===== src/design/erfpp_pkg.sv =====
// Shared types, widths, segment limits and coefficient tables for the erf pipeline.
// No dependencies; every other design file refers to it by scoped names.
package erfpp_pkg;

   localparam int XW     = 24;   // input sample width
   localparam int OUTW   = 22;   // result width
   localparam int INT_FB = 24;   // internal fraction bits
   localparam int ZW     = 26;   // internal magnitude, clipped at the saturation limit
   localparam int TW     = 25;   // Horner variable, signed
   localparam int AW     = 28;   // Horner accumulator, signed, |acc| < 4
   localparam int CW     = 26;   // coefficient width, signed
   localparam int WW     = 25;   // clamped magnitude, 0 .. 1.0
   localparam int RW     = 56;   // product width seen by the rounding helper

   localparam int HSTEPS   = 8;  // Horner steps, highest degree in any segment
   localparam int FRONT_ST = 2;
   localparam int BACK_ST  = 2;
   localparam int NST      = FRONT_ST + HSTEPS + BACK_ST;

   localparam logic [ZW-1:0] LIM_SAT = 26'd57042534;
   localparam logic [ZW-1:0] LIM_D1  = 26'd83886;
   localparam logic [ZW-1:0] LIM_D5  = 26'd3355443;
   localparam logic [ZW-1:0] LIM_D7  = 26'd5872025;
   localparam logic [ZW-1:0] LIM_A   = 26'd11744051;
   localparam logic [ZW-1:0] LIM_B   = 26'd20132659;
   localparam logic [ZW-1:0] LIM_C   = 26'd36909875;

   localparam logic [ZW-1:0] CEN_A = 26'd8388608;
   localparam logic [ZW-1:0] CEN_B = 26'd16777216;
   localparam logic [ZW-1:0] CEN_C = 26'd29360128;
   localparam logic [ZW-1:0] CEN_D = 26'd46137344;

   localparam logic [WW-1:0] ONE_Q = WW'(2**INT_FB);

   typedef enum logic [2:0] {
      SEG_D1,
      SEG_D5,
      SEG_D7,
      SEG_A,
      SEG_B,
      SEG_C,
      SEG_D
   } seg_type;

   typedef struct packed {
      logic                  neg;
      logic                  sat;
      seg_type               seg;
      logic [ZW-1:0]         z;
      logic signed [TW-1:0]  t;
      logic signed [AW-1:0]  acc;
   } stage_type;

   // Q24 coefficients, lowest degree first
   localparam logic signed [CW-1:0] COEF_ODD [4] = '{
      26'sd18931058, -26'sd6310354, 26'sd1893106, -26'sd450740
   };
   localparam logic signed [CW-1:0] COEF_A [6] = '{
      26'sd8732539, 26'sd14743525, -26'sd7371763, -26'sd2457255,
      26'sd3071568, 26'sd122863
   };
   localparam logic signed [CW-1:0] COEF_B [6] = '{
      26'sd14138160, 26'sd6964340, -26'sd6964340, 26'sd2321450,
      26'sd1160725, -26'sd1160725
   };
   localparam logic signed [CW-1:0] COEF_C [9] = '{
      26'sd16553604, 26'sd885418, -26'sd1549481, 26'sd1512588,
      -26'sd807021, 26'sd111138, 26'sd150375, -26'sd101649, 26'sd12248
   };
   localparam logic signed [CW-1:0] COEF_D [8] = '{
      26'sd16775528, 26'sd9836, -26'sd27049, 26'sd46312,
      -26'sd54662, 26'sd46235, -26'sd27805, 26'sd10839
   };

   // Coefficient of degree k; zero above the segment's degree, so a short
   // polynomial runs through the full Horner chain unchanged.
   function automatic logic signed [CW-1:0] coef(input seg_type seg, input logic [3:0] k);
      logic signed [CW-1:0] c;
      c = '0;
      unique case (seg)
         SEG_D1: c = (k == 4'd1) ? COEF_ODD[0] : '0;
         SEG_D5: c = (k <= 4'd2) ? COEF_ODD[k[1:0]] : '0;
         SEG_D7: c = (k <= 4'd3) ? COEF_ODD[k[1:0]] : '0;
         SEG_A:  c = (k <= 4'd5) ? COEF_A[k[2:0]] : '0;
         SEG_B:  c = (k <= 4'd5) ? COEF_B[k[2:0]] : '0;
         SEG_C:  c = (k <= 4'd8) ? COEF_C[k] : '0;
         SEG_D:  c = (k <= 4'd7) ? COEF_D[k[2:0]] : '0;
         default: c = '0;
      endcase
      return c;
   endfunction

   // Product with 48 fraction bits back to 24, nearest, ties away from zero
   function automatic logic signed [RW-1:0] round_q(input logic signed [RW-1:0] p);
      logic signed [RW-1:0] bias;
      bias = p[RW-1] ? RW'(2**(INT_FB-1) - 1) : RW'(2**(INT_FB-1));
      return (p + bias) >>> INT_FB;
   endfunction

endpackage


===== src/design/erfpp_horner_step.sv =====
// One registered Horner step: acc = round(acc * t) + coefficient of degree K.
// Uses erfpp_pkg for the stage struct, coefficient table and rounding.
module erfpp_horner_step #(
   parameter int K = 0
) (
   input  logic                  clock,
   input  logic                  reset,
   input  logic                  load,
   input  logic                  vld_in,
   input  erfpp_pkg::stage_type  stage_in,
   output logic                  vld_out,
   output erfpp_pkg::stage_type  stage_out
);

   localparam int AW = erfpp_pkg::AW;
   localparam int TW = erfpp_pkg::TW;
   localparam int RW = erfpp_pkg::RW;

   logic signed [AW+TW-1:0]  prod;
   logic signed [RW-1:0]     prod_r;
   erfpp_pkg::stage_type     step_in, step_ff;
   logic                     vld_ff;

   always_comb begin
      prod        = stage_in.acc * stage_in.t;
      prod_r      = erfpp_pkg::round_q(RW'(prod));
      step_in     = stage_in;
      step_in.acc = prod_r[AW-1:0] + AW'(erfpp_pkg::coef(stage_in.seg, 4'(K)));
   end

   always_ff @(posedge clock) begin
      if (reset) begin
         vld_ff <= 1'b0;
      end else if (load) begin
         vld_ff <= vld_in;
      end
      if (load) begin
         step_ff <= step_in;
      end
   end

   assign vld_out   = vld_ff;
   assign stage_out = step_ff;

`ifndef SYNTHESIS
   // accumulator keeps one bit of headroom: |acc| < 4.0
   a_acc_headroom: assert property (@(posedge clock) disable iff (reset)
      vld_ff |-> (step_ff.acc[AW-1] == step_ff.acc[AW-2]))
      else $error("Horner accumulator out of range");
`endif

endmodule


===== config.mk =====
export PLATFORM = sky130hd
export DESIGN_NAME = erfpp_horner_step
export DESIGN_NICKNAME = d
export VERILOG_FILES = /design/src/design/erfpp_pkg.sv /design/src/design/erfpp_horner_step.sv
export SDC_FILE = /design/constraint.sdc
export NUM_CORES = 2
export LEC_CHECK = 0
export ABC_AREA = 1
export BUFFER_PORTS_ARGS = -buffer_cell sky130_fd_sc_hd__buf_2
export CAP_MARGIN = 10
export CORE_UTILIZATION = 60
export CTS_CLUSTER_DIAMETER = 150
export DETAILED_ROUTE_END_ITERATION = 10
export PLACE_DENSITY_LB_ADDON = 0.12
export SLEW_MARGIN = 40
export SYNTH_ARGS = -nofsm -noshare
export SYNTH_HDL_FRONTEND = slang
export SYNTH_SLANG_ARGS = --single-unit

===== constraint.sdc =====
create_clock -name clock -period 23.9 [get_ports clock]
set_input_delay 0 -clock clock [delete_from_list [all_inputs] [get_ports clock]]
set_output_delay 0 -clock clock [all_outputs]
set_load 0.02 [all_outputs]

## Yosys cells after proc, flatten, opt, wreduce, memory -nomap -nowiden

Cells that the tools add are included.

| word-level totals | value |
|---|---|
| register bits | 85 |
| bits of input ports | 88 |
| output and inout port bits | 85 |

| cells by class | value |
|---|---|
| $add $sub $neg | 2 |
| multipliers | 1 |
| equal/unequal tests | 6 |
| mux-type cells | 2 |
| reductions and logical operators | 1 |

Operator list:

| kind | count |
|---|---|
| $pmux 25 s5 | 1 |
| $mul 28x25->53 | 1 |
| $add 52x25->52 | 1 |
| $add 28x28->28 | 1 |
| $mux 24 | 1 |
| $eq 3x3->1 const B | 3 |
| $eq 3x2->1 const B | 2 |
| $eq 3x1->1 const B | 1 |
| $reduce_or 2->1 | 1 |

## Logic depth before layout (Yosys ltp)

| depth | value |
|---|---|
| depth after elaboration | 4 |
| gate-level depth with buffers | 65 |
| mapped depth without buffers | 62 |

## Least setup slack after synthesis

No wires, ideal clock.

| timing | value |
|---|---|
| path type | input to register |
| from | input stage_in[30] (netlist name) |
| to | register step_ff (netlist bit stage_out[27]), data pin |
| arrival | 9.756 ns |
| required time | 23.648 ns |
| path slack | 13.892 ns |
| stages | 57 |
| buffers on the path | 3 |
| cells stage by stage | clkbuf_1 > clkbuf_1 > nand2_1 > inv_1 > fa_1 > fa_1 > inv_1 > fa_1 > inv_1 > fa_1 > inv_1 > fa_1 > inv_1 > fa_1 > fa_1 > ha_1 > a21oi_1 > nand2_1 > (+21 left out) > a21o_1 > a21oi_1 > o21ai_0 > a21boi_0 > o21ai_0 > nand2_1 > nand2_1 > nand3_1 > nand2_1 > nand2_1 > nand2_1 > nand2_1 > nand2_1 > inv_1 > nor2_1 > nand2_1 > nand2_1 > nand2_1 |

RTL lines:

| what | RTL line | source |
|---|---|---|
| start, declared | erfpp_horner_step.sv:10 | `input erfpp_pkg::stage_type stage_in,` |
| end signal, assigned | erfpp_horner_step.sv:38 | `step_ff <= step_in;` |
| end, declared | erfpp_horner_step.sv:21 | `erfpp_pkg::stage_type step_in, step_ff;` |

==> impl_metrics.yaml <==
cts:
  ctsRootBufferMaster: "clkbuf_16"
  clockBufferDepth: 2
  numCtsBuffers: 9
  clock_latency_ns: 0.38
  cts_setup_buffers: 0
  tritoncts: "built"
  clk_pin_slew_ns: 0.11
  cts_sinks: 85
  cts_max_level: 3
yosys:
  ys_types: 55
  synth_area_sq_um: 32400
  synth_edf_count: 84
  ys_seq_area_frac: 0.0784
  yosys_warnings: 0
  synthFlopType: "edfxtp_1"
  synth_cells: 4073
  async_reset_ff_frac: 0
  synth_nets: 5074
  ys_ff_latch: 85
  syn_avg_cell_area_sq_um: 7.96
placement:
  port_buffers: 172
  dp_hpwl_microns: 69400
  place_congestion: 0.993
hold_path:
  hold_class: "primary input to flop"
sta:
  slew_headroom: 0.421
  max_freq_mhz: 91.2
  setup_violations: 0
  hold_viol: 0
  rsz0062_at_grt: "false"
  finClkSkew_ns: 0
  report.final.slew_viol_count: 0
  fin_crit_ns: 10.96
  tightest_slew_ns: 0.869
  period_share: 0.459
  setup_tns_ns: 0
floorplanning:
  io_pins: 173
  coreArea_sq_um: 53000
  die_width_microns: 234
  initial_core_util: 0.612
  std_cell_rows: 84
  die-area_sq_um: 55000
  die_h_microns: 234
setup_path:
  startpoint_type: "primary input"
  critPathCaptureType: "flop"
  max_stage_delay_ns: 0.71
  cp_data_required_time_ns: 24.05
  cp.arrival_ns: 11.11
  crit_type: "primary input to flop"
  cp_num_buf_inv: 8
  crit_slowest_cell: "fa_1"
  cp_max_fo: 29
  critPathTopFamily: "adder cells"
  critical_path.most_common_cell: "nand2_1"
global_routing:
  grt_pass1_wl_microns: 138000
  antenna_found_initial: 0
  grt_usage: 0.324
  gr-total-overflow: 0
  grt_max_degree: 61
  grt_pass1_vias: 26800
detailed_routing:
  wire_per_inst_microns: 17.2
  drtAntennaViolNets: 0
  num_vias: 25400
  drtIter0Drc: 1737
  first_pass_iters: 5
  drc: 0
  drt_wl_total_microns: 83200
  via_per_inst: 5.25
finish:
  final_util: 0.646
  nFillCells: 4687
  layout-drive-gt1-share: 0.0681
  mostFrequentLayoutCells: "1,152 x inv_1, 1,059 x nand2_1, 728 x fa_1"
  final_nets: 5140
  synthToLayoutAreaGrowth_pct: 5.56
  antenna_cells: 0
  final_common_cell: "inv_1"
run:
  cap_violations: 0
status:
  outcome: "finished clean"
==> metrics by stage <==
stage | instance area, sq um | worst slack [ns] | hold WS (ns) | std cells
finish | 34200 | 12.94 | 0.0552 | 4832
detailed placement | 33600 | 12.57 | 0.163 | 4782
floorplan | 32400 | 13.89 | 0.0724 | 4073
global placement | 33600 | 12.69 | 0.160 | 4782
global route | 34200 | 12.08 | 0.0580 | 4832
CTS | 34200 | 12.96 | 0.0453 | 4832
==> final cells by class <==
class	count	area [sq um]	area share
flip-flops and latches	85	2540	0.0743
repair buffers	216	1280	0.0375
well taps	688	861	0.0252
inverters	1162	4360	0.127
multi-input cells	2665	24900	0.727
clock buffers	9	225	0.00658
clock inverters	7	58.8	0.00172
==> flip-flops by register name, indices dropped and copies added, names as in the netlist <==
name and count:
vld_out 1, stage_out 84
==> Yosys cell counts (all sizes together) (2+ instances only) <==
cell type	count	share of area
a21boi	8	0.0019
nor4	9	0.0021
clkbuf	136	0.016
or2	10	0.0019
a21oi	97	0.016
nor2	210	0.026
o21bai	15	0.0035
ha	185	0.071
o21ai	53	0.0084
nor3	22	0.0042
xor2	62	0.017
nand2	1079	0.13
a211oi	2	0.00046
fa	728	0.45
nand3b	4	0.00093
clkinv	2	0.00023
and3	3	0.00058
inv	1160	0.13
nand3	97	0.017
a31oi	7	0.0014
nand4	22	0.0042
o41ai	2	0.00054
o21a	4	0.00093
a21o	9	0.0021
o31ai	3	0.00069
buf	25	0.0036
xnor2	23	0.0062
edfxtp	84	0.078
o211ai	5	0.0013
==> worst paths after layout <==
kind / cells past startpoint / to / slack, ns / startpoint
hold reg to reg: 3 / vld_out / 1.08 / vld_out
hold / removal: 1 / stage_out[56] / 0.06 / load
setup reg to reg: 3 / vld_out / 22.74 / vld_out
setup / recovery: 55 / stage_out[27] / 12.94 / stage_in[31]
==> what timing repair did <==
action / CTS / global route
hold endpoints to repair: 33 / 0
hold buffers: 34 / 0
resized for setup: 0 / 0
==> layer usage <==
metal / track usage / vias to the layer above / routed length (microns)
li1: - / 11800 / -
met1: 0.430 / 12600 / 34200
met2: 0.567 / 838 / 42300
met3: 0.0351 / 136 / 4670
met4: 0.0869 / 0 / 2050
met5: 0 / - / 0
==> logic make-up after synthesis <==
family / count (synthesis) / share of synthesized area
compound gates: 210 / 0.0379
xor+xnor: 85 / 0.0234
fa+ha+maj: 913 / 0.521
buf+inv: 1323 / 0.154
flops: 85 / 0.0784
mux: 1 / 0.000309
simple gates: 1456 / 0.185
Power is left out: the tool's default activity adds up to more than one toggle a clock period on the data nets, which glitch-free logic cannot reach.
