File: src/design/erfpp_pkg.sv
// Shared types, widths, segment limits and coefficient tables for the erf pipeline.
// No dependencies; every other design file refers to it by scoped names.
package erfpp_pkg;

   localparam int XW     = 24;   // input sample width
   localparam int OUTW   = 22;   // result width
   localparam int INT_FB = 24;   // internal fraction bits
   localparam int ZW     = 26;   // internal magnitude, clipped at the saturation limit
   localparam int TW     = 25;   // Horner variable, signed
   localparam int AW     = 28;   // Horner accumulator, signed, |acc| < 4
   localparam int CW     = 26;   // coefficient width, signed
   localparam int WW     = 25;   // clamped magnitude, 0 .. 1.0
   localparam int RW     = 56;   // product width seen by the rounding helper

   localparam int HSTEPS   = 8;  // Horner steps, highest degree in any segment
   localparam int FRONT_ST = 2;
   localparam int BACK_ST  = 2;
   localparam int NST      = FRONT_ST + HSTEPS + BACK_ST;

   localparam logic [ZW-1:0] LIM_SAT = 26'd57042534;
   localparam logic [ZW-1:0] LIM_D1  = 26'd83886;
   localparam logic [ZW-1:0] LIM_D5  = 26'd3355443;
   localparam logic [ZW-1:0] LIM_D7  = 26'd5872025;
   localparam logic [ZW-1:0] LIM_A   = 26'd11744051;
   localparam logic [ZW-1:0] LIM_B   = 26'd20132659;
   localparam logic [ZW-1:0] LIM_C   = 26'd36909875;

   localparam logic [ZW-1:0] CEN_A = 26'd8388608;
   localparam logic [ZW-1:0] CEN_B = 26'd16777216;
   localparam logic [ZW-1:0] CEN_C = 26'd29360128;
   localparam logic [ZW-1:0] CEN_D = 26'd46137344;

   localparam logic [WW-1:0] ONE_Q = WW'(2**INT_FB);

   typedef enum logic [2:0] {
      SEG_D1,
      SEG_D5,
      SEG_D7,
      SEG_A,
      SEG_B,
      SEG_C,
      SEG_D
   } seg_type;

   typedef struct packed {
      logic                  neg;
      logic                  sat;
      seg_type               seg;
      logic [ZW-1:0]         z;
      logic signed [TW-1:0]  t;
      logic signed [AW-1:0]  acc;
   } stage_type;

   // Q24 coefficients, lowest degree first
   localparam logic signed [CW-1:0] COEF_ODD [4] = '{
      26'sd18931058, -26'sd6310354, 26'sd1893106, -26'sd450740
   };
   localparam logic signed [CW-1:0] COEF_A [6] = '{
      26'sd8732539, 26'sd14743525, -26'sd7371763, -26'sd2457255,
      26'sd3071568, 26'sd122863
   };
   localparam logic signed [CW-1:0] COEF_B [6] = '{
      26'sd14138160, 26'sd6964340, -26'sd6964340, 26'sd2321450,
      26'sd1160725, -26'sd1160725
   };
   localparam logic signed [CW-1:0] COEF_C [9] = '{
      26'sd16553604, 26'sd885418, -26'sd1549481, 26'sd1512588,
      -26'sd807021, 26'sd111138, 26'sd150375, -26'sd101649, 26'sd12248
   };
   localparam logic signed [CW-1:0] COEF_D [8] = '{
      26'sd16775528, 26'sd9836, -26'sd27049, 26'sd46312,
      -26'sd54662, 26'sd46235, -26'sd27805, 26'sd10839
   };

   // Coefficient of degree k; zero above the segment's degree, so a short
   // polynomial runs through the full Horner chain unchanged.
   function automatic logic signed [CW-1:0] coef(input seg_type seg, input logic [3:0] k);
      logic signed [CW-1:0] c;
      c = '0;
      unique case (seg)
         SEG_D1: c = (k == 4'd1) ? COEF_ODD[0] : '0;
         SEG_D5: c = (k <= 4'd2) ? COEF_ODD[k[1:0]] : '0;
         SEG_D7: c = (k <= 4'd3) ? COEF_ODD[k[1:0]] : '0;
         SEG_A:  c = (k <= 4'd5) ? COEF_A[k[2:0]] : '0;
         SEG_B:  c = (k <= 4'd5) ? COEF_B[k[2:0]] : '0;
         SEG_C:  c = (k <= 4'd8) ? COEF_C[k] : '0;
         SEG_D:  c = (k <= 4'd7) ? COEF_D[k[2:0]] : '0;
         default: c = '0;
      endcase
      return c;
   endfunction

   // Product with 48 fraction bits back to 24, nearest, ties away from zero
   function automatic logic signed [RW-1:0] round_q(input logic signed [RW-1:0] p);
      logic signed [RW-1:0] bias;
      bias = p[RW-1] ? RW'(2**(INT_FB-1) - 1) : RW'(2**(INT_FB-1));
      return (p + bias) >>> INT_FB;
   endfunction

endpackage

File: src/design/erfpp_front.sv
// Front of the erf pipeline: magnitude, saturation, segment choice, then the
// Horner variable and the leading coefficient. Two register stages. Uses erfpp_pkg.
module erfpp_front #(
   parameter int IN_FRAC_BITS = 20
) (
   input  logic                               clock,
   input  logic                               reset,
   input  logic [erfpp_pkg::FRONT_ST-1:0]     load,
   input  logic                               vld_in,
   input  logic signed [erfpp_pkg::XW-1:0]    x_value,
   output logic [erfpp_pkg::FRONT_ST-1:0]     vld_out,
   output erfpp_pkg::stage_type               stage_out
);

   localparam int XW  = erfpp_pkg::XW;
   localparam int ZW  = erfpp_pkg::ZW;
   localparam int SHI = erfpp_pkg::INT_FB - IN_FRAC_BITS;
   localparam int SHL = (SHI > 0) ? SHI : 0;
   localparam int ZFW = XW + SHL + 2;
   localparam logic [2*ZW-1:0] SQ_HALF = (2*ZW)'(2**(erfpp_pkg::INT_FB-1));

   logic [XW-1:0]          xu;
   logic [XW-1:0]          mag;
   logic [ZFW-1:0]         zf;
   logic                   sat;
   logic [ZW-1:0]          z;
   logic [2*ZW-1:0]        sq;
   logic [2*ZW-1:0]        sq_r;
   logic [ZW-1:0]          cen;
   logic signed [ZW:0]     zdiff;

   erfpp_pkg::stage_type   mag_in, mag_ff, prep_in, prep_ff;
   logic                   mag_vld_ff, prep_vld_ff;

   assign xu  = $unsigned(x_value);
   assign mag = xu[XW-1] ? (~xu + 1'b1) : xu;

   if (SHI >= 0) begin : g_up
      assign zf = ZFW'(mag) << SHL;
   end else begin : g_down
      localparam int SR = -SHI;
      assign zf = ZFW'(({1'b0, mag} + ((XW+1)'(1) << (SR - 1))) >> SR);
   end

   assign sat = zf > ZFW'(erfpp_pkg::LIM_SAT);
   // pin saturated samples to the last segment so the Horner chain stays in range
   assign z   = sat ? erfpp_pkg::LIM_SAT : zf[ZW-1:0];

   always_comb begin
      mag_in     = '0;
      mag_in.neg = xu[XW-1];
      mag_in.sat = sat;
      mag_in.z   = z;
      priority if (z <= erfpp_pkg::LIM_D1) begin
         mag_in.seg = erfpp_pkg::SEG_D1;
      end else if (z <= erfpp_pkg::LIM_D5) begin
         mag_in.seg = erfpp_pkg::SEG_D5;
      end else if (z <= erfpp_pkg::LIM_D7) begin
         mag_in.seg = erfpp_pkg::SEG_D7;
      end else if (z <= erfpp_pkg::LIM_A) begin
         mag_in.seg = erfpp_pkg::SEG_A;
      end else if (z <= erfpp_pkg::LIM_B) begin
         mag_in.seg = erfpp_pkg::SEG_B;
      end else if (z <= erfpp_pkg::LIM_C) begin
         mag_in.seg = erfpp_pkg::SEG_C;
      end else begin
         mag_in.seg = erfpp_pkg::SEG_D;
      end
   end

   always_ff @(posedge clock) begin
      if (reset) begin
         mag_vld_ff <= 1'b0;
      end else if (load[0]) begin
         mag_vld_ff <= vld_in;
      end
      if (load[0]) begin
         mag_ff <= mag_in;
      end
   end

   // SEG_D5 and SEG_D7 run Horner on z*z, SEG_D1 on z, the rest on the offset from the center
   always_comb begin
      sq   = mag_ff.z * mag_ff.z;
      sq_r = (sq + SQ_HALF) >> erfpp_pkg::INT_FB;
      unique case (mag_ff.seg)
         erfpp_pkg::SEG_A: cen = erfpp_pkg::CEN_A;
         erfpp_pkg::SEG_B: cen = erfpp_pkg::CEN_B;
         erfpp_pkg::SEG_C: cen = erfpp_pkg::CEN_C;
         default:          cen = erfpp_pkg::CEN_D;
      endcase
      zdiff = $signed({1'b0, mag_ff.z}) - $signed({1'b0, cen});

      prep_in     = mag_ff;
      prep_in.acc = erfpp_pkg::AW'(erfpp_pkg::coef(mag_ff.seg, 4'd8));
      unique case (mag_ff.seg)
         erfpp_pkg::SEG_D1: prep_in.t = $signed(mag_ff.z[erfpp_pkg::TW-1:0]);
         erfpp_pkg::SEG_D5,
         erfpp_pkg::SEG_D7: prep_in.t = $signed(sq_r[erfpp_pkg::TW-1:0]);
         default:           prep_in.t = zdiff[erfpp_pkg::TW-1:0];
      endcase
   end

   always_ff @(posedge clock) begin
      if (reset) begin
         prep_vld_ff <= 1'b0;
      end else if (load[1]) begin
         prep_vld_ff <= mag_vld_ff;
      end
      if (load[1]) begin
         prep_ff <= prep_in;
      end
   end

   assign vld_out   = {prep_vld_ff, mag_vld_ff};
   assign stage_out = prep_ff;

endmodule

File: config.mk
export PLATFORM = sky130hd
export DESIGN_NAME = erfpp_front
export DESIGN_NICKNAME = d
export VERILOG_FILES = /design/src/design/erfpp_pkg.sv /design/src/design/erfpp_front.sv
export SDC_FILE = /design/constraint.sdc
export NUM_CORES = 1
export LEC_CHECK = 0
export ABC_CLOCK_PERIOD_IN_PS = 6700
export BUFFER_PORTS_ARGS = -buffer_cell sky130_fd_sc_hd__buf_2
export CAP_MARGIN = 10
export CORE_MARGIN = 5
export CORE_UTILIZATION = 25
export CTS_BUF_LIST = sky130_fd_sc_hd__clkbuf_4 sky130_fd_sc_hd__clkbuf_8 sky130_fd_sc_hd__clkbuf_16
export CTS_CLUSTER_DIAMETER = 200
export CTS_CLUSTER_SIZE = 20
export DETAILED_ROUTE_END_ITERATION = 12
export GPL_TIMING_DRIVEN = 0
export RECOVER_POWER = 100
export SLEW_MARGIN = 20
export SYNTH_ARGS = -nofsm -noshare
export SYNTH_HDL_FRONTEND = slang
export SYNTH_SLANG_ARGS = --single-unit
export TNS_END_PERCENT = 5
File: constraint.sdc
create_clock -name clock -period 6.7 [get_ports clock]
set_input_delay 1.675 -clock clock [delete_from_list [all_inputs] [get_ports clock]]
set_output_delay 1.675 -clock clock [all_outputs]
set_load 0.01 [all_outputs]
-- After elaboration in Yosys (flattened, before gate mapping)
Cells that the tools add are included.
- flip-flop bits (word level): 103
- bits in latches: 0
- bits in writable memories: 0
- bits in read-only memories: 0
- input port bits: 29
- output and inout port bits: 86
- word-level logic and storage cells: 45
- memories kept: 0
- add/subtract/negate cells: 3
- multipliers: 1
- divide/modulo/power cells: 0
- magnitude comparators: 7
- eq/ne operators: 5
- shift operators: 0
- muxes and demuxes: 10
- bitwise logic cells: 1
- reduce and logical (&&, ||, !) cells: 4
- operators with widths (kind ; number):
    case mux 25 bit (3 select lines) ; 1
    case mux 25 bit (2 select lines) ; 1
    adder 49 x 24 -> 49 bit (second input constant) ; 1
    multiplier 26 x 26 -> 49 bit ; 1
    greater-than comparator 28 x 26 -> 1 bit (second input constant) ; 1
    less-or-equal comparator 26 x 17 -> 1 bit (second input constant) ; 1
    less-or-equal comparator 26 x 22 -> 1 bit (second input constant) ; 1
    less-or-equal comparator 26 x 23 -> 1 bit (second input constant) ; 1
    less-or-equal comparator 26 x 24 -> 1 bit (second input constant) ; 1
    less-or-equal comparator 26 x 25 -> 1 bit (second input constant) ; 1
    less-or-equal comparator 26 bit (second input constant) ; 1
    two-way mux 26 bit ; 1
    subtractor 25 bit ; 1
    adder 24 x 1 -> 24 bit (second input constant) ; 1
    two-way mux 24 bit ; 1
    NOT 24 bit ; 1
    two-way mux 14 bit ; 1
    two-way mux 2 bit ; 4
    equality test 3 x 2 -> 1 bit (second input constant) ; 2
    equality test 3 bit (second input constant) ; 2
    OR reduction 2 bit ; 2
    OR reduction 4 bit ; 1
    equality test 3 x 1 -> 1 bit (second input constant) ; 1
    zero test 3 bit ; 1
    two-way mux 1 bit ; 1

-- Longest topological paths before layout
- depth after elaboration: 11
- depth in mapped cells: 27
- depth with buffers taken out: 26

-- Worst setup path after synthesis
Ideal clock, no wire load.
- path type: flip-flop to flip-flop
- from: reg mag_ff[58] in the netlist's numbering
- to: reg prep_ff, in the netlist stage_out[50], data pin
- library setup time: 278 ps
- arrival: 7119 ps
- required time: 6422 ps
- slack: -697 ps
- cell stages (with the launch flop): 27
- buffers on the path: 2
- clock period less this slack: 7397 ps
- cells stage by stage: edfxtp_1 > clkbuf_1 > buf_1 > nand2_1 > fa_1 > inv_1 > fa_1 > inv_1 > fa_1 > inv_1 > fa_1 > fa_1 > fa_1 > inv_1 > fa_1 > inv_1 > ha_1 > a21o_1 > a21oi_1 > o21ai_0 > o22ai_1 > a2111oi_0 > nor2_1 > o21a_1 > xnor2_1 > a2111oi_0 > a221oi_1
- RTL lines (what ; line ; text):
    start, declared ; erfpp_front.sv:32 ; erfpp_pkg::stage_type mag_in, mag_ff, prep_in, prep_ff;
    start signal, assigned ; erfpp_front.sv:78 ; mag_ff <= mag_in;
    end signal, assigned ; erfpp_front.sv:111 ; prep_ff <= prep_in;
    end, declared ; erfpp_front.sv:32 ;

==> metrics <==
routed len/inst 16.95 um; io pins between 100 and 150; CP required 6.81 ns; Root Driver clkbuf_16; critical path peak fanout 4; vias 14,680; mean area per synthesized cell 9.626 sq um; DRT iter0 DRCs 636; Hold Violations, Final 0; Max-slew headroom -51.54%; clk buf depth 2; fin area between 20,000 and 25,000 sq um; crit path time final 7.298 ns; Worst Skew about 0.010 ns; Critical Path AT ~7.4 ns; CP dominant cell by count fa_1; largest net degree at the start of global routing 37; Max-Cap Viols 2; status complete, but fails checks; post-synth top area share 41.19%; Startpoint Class flip-flop; initial antenna violation count 4; most common cell in the synthesized netlist inv_1; synth top area cells fa_1 41%, ha_1 13%, edfxtp_1 12%; top cells by count, synth 625 x inv_1, 426 x fa_1, 213 x ha_1; CTS tree built; FMAX 0.1370 GHz; TritonCTS Sinks 82; post-route clock period utilization 108.9%; clk_lat worst skew 0.39 ns; Die Span Y 297.8 um; Post-DP HPWL 47,140 um; Hold WS ~0.42 ns; sequential area share after synthesis 11.80%; # hold bufs at CTS 0; slowest stage delay, CP 0.55 ns; Max Slew Vio Count 66; Post-synth top flop edfxtp_1; Via density 4.283; share of layout cells above drive strength 1 12.22%; Worst-Margin Slew 2.273 ns; Placed Area between 20,000 and 25,000 sq um; CTS Buf Count 9; core footprint between 80,000 and 90,000 sq um; worst setup margin -0.5980 ns; Yosys reg bits 82; critical path class reg -> reg; worst min-delay path class reg -> reg; Finished Core Util roughly 29%; area growth from synthesis to layout 16.62%; Final Setup Violations 21; violated checks capacitance limit, slew limit, setup timing; RSZ-0062 raised after global routing yes; H-tree Lvls 3; EDFF count, synth 80; slowest CP cell fa_1; number of remaining DRC errors 0; Nets about 3,000; reg-to-reg critical path startpoint mag_ff[61]$_DFFE_PP_; asr flop ratio synth 0%; crit path capture type flip-flop; Die ar. 88,680 sq um; Fin Setup TNS -6.911 ns; Clock transition at path regs about 0.070 ns; cell count of the worst hold path 0; gr usage total 13.44%; Post-Synthesis Cells 2,151; # rows 105; CP Launch Point mag_ff[61]$_DFFE_PP_; Die W approximately 300 um; cell taking the most area after synthesis fa_1; Detail Route Antenna Nets 0; Starting Density 25.22%; synth warn 0; vias in the first global route 16,370; GPL Wtd Cong about 0.9; grt total ovfl 0; Reg2Reg Depth 26; DRT Wirelength 58,120 um; post-synth cell types 71; Port-buffer cells ~90; 1st-pass router iterations 5; Cell Area, Synth 20,710 sq um; min-delay src mag_ff[83]$_DFFE_PP_; first-pass GRT wire length 92,050 um
==> per-stage QoR <==
stage,instances,worst slack [ns]
5_1_grt,3426,-0.8401
3_5_place_dp,3331,-1.967
4_1_cts,3422,-0.5983
3_3_place_gp,3330,-2.267
2_1_floorplan,2171,0.00004485
6_report,3428,-0.5980
==> path summary, 6_finish.rpt <==
| kind | endpoint | slack, ns |
|---|---|---|
| worst max-delay path | stage_out[49]$_DFFE_PP_ | -0.60 |
| worst min-delay path | stage_out[83]$_DFFE_PP_ | 0.42 |
| worst max register to register | stage_out[49]$_DFFE_PP_ | -0.60 |
| worst min register to register | stage_out[83]$_DFFE_PP_ | 0.42 |
==> flip-flops by register name, summed over array words and instances (netlist names) <==
signal       cells
prep_vld_ff      1
stage_out       53
mag_vld_ff       1
mag_ff          27
==> layout by cell type, fill, tap and decap left out, drive strengths merged, types with 7 or more instances in the layout <==
cell type	count
a21o	17
a21oi	32
and2	141
buf	127
clkbuf	159
conb	21
edfxtp	80
fa	426
ha	213
inv	627
nand2	174
nand3	13
nor2	49
nor2b	11
nor3	9
o21a	7
o21ai	52
o31ai	9
or4	10
xnor2	35
xor2	41
==> worst max-delay path, delay by kind of cell, from the launching register on <==
| kind | cells | cell delay [ns] |
|---|---|---|
| flip-flops | 1 | 0.51 |
| buffers and inverters | 7 | 0.64 |
| adder cells (fa/ha/maj) | 8 | 3.93 |
| AO/OA/AOI/OAI | 9 | 1.61 |
| AND/OR/NAND/NOR | 1 | 0.09 |
| XOR/XNOR | 1 | 0.23 |
==> area by class of cell <==
class,instances,area [sq um]
Antenna cell,2,5.005
Buffer,106,859.6
Clock buffer,9,225.2
Clock inverter,7,81.33
Fill cell,8611,57960
Inverter,626,2355
Multi-Input combinational cell,1355,15850
Sequential cell,82,2442
Tap cell,1070,1339
Timing Repair Buffer,171,985.9
==> cell families (layout without fill, tap and decap cells) <==
| group | count (synthesis) | count (layout) | synth area share, % |
|---|---|---|---|
| buffers and inverters | 734 | 919 | 14.03 |
| adder cells (fa/ha/maj) | 639 | 639 | 54.06 |
| AND/OR/NAND/NOR | 437 | 437 | 10.59 |
| AO/OA/AOI/OAI | 177 | 177 | 5.970 |
| flip-flops | 82 | 82 | 11.80 |
| XOR/XNOR | 76 | 76 | 3.287 |
| multiplexers | 5 | 5 | 0.2478 |
| other | 1 | 23 | 0.01811 |
==> routing by layer <==
| layer | global-route usage (%) | up-vias | wire (um) |
|---|---|---|---|
| li1 | - | 6776 | - |
| met1 | 16.18 | 7378 | 23220 |
| met2 | 23.33 | 421 | 28580 |
| met3 | 4.165 | 107 | 4665 |
| met4 | 3.695 | 0 | 1651 |
| met5 | 0 | - | 0 |
==> timing repair <==
| action | CTS | global route |
|---|---|---|
| pin swaps | 64 | 16 |
| buffers inserted | 77 | 4 |
| gates cloned | 0 | 0 |
| gates resized for setup | 155 | 20 |
| setup endpoints to repair | 25 | 25 |
Power is not shown: default switching activity piles up to over one toggle a cycle in this logic, so the estimate is an artifact.
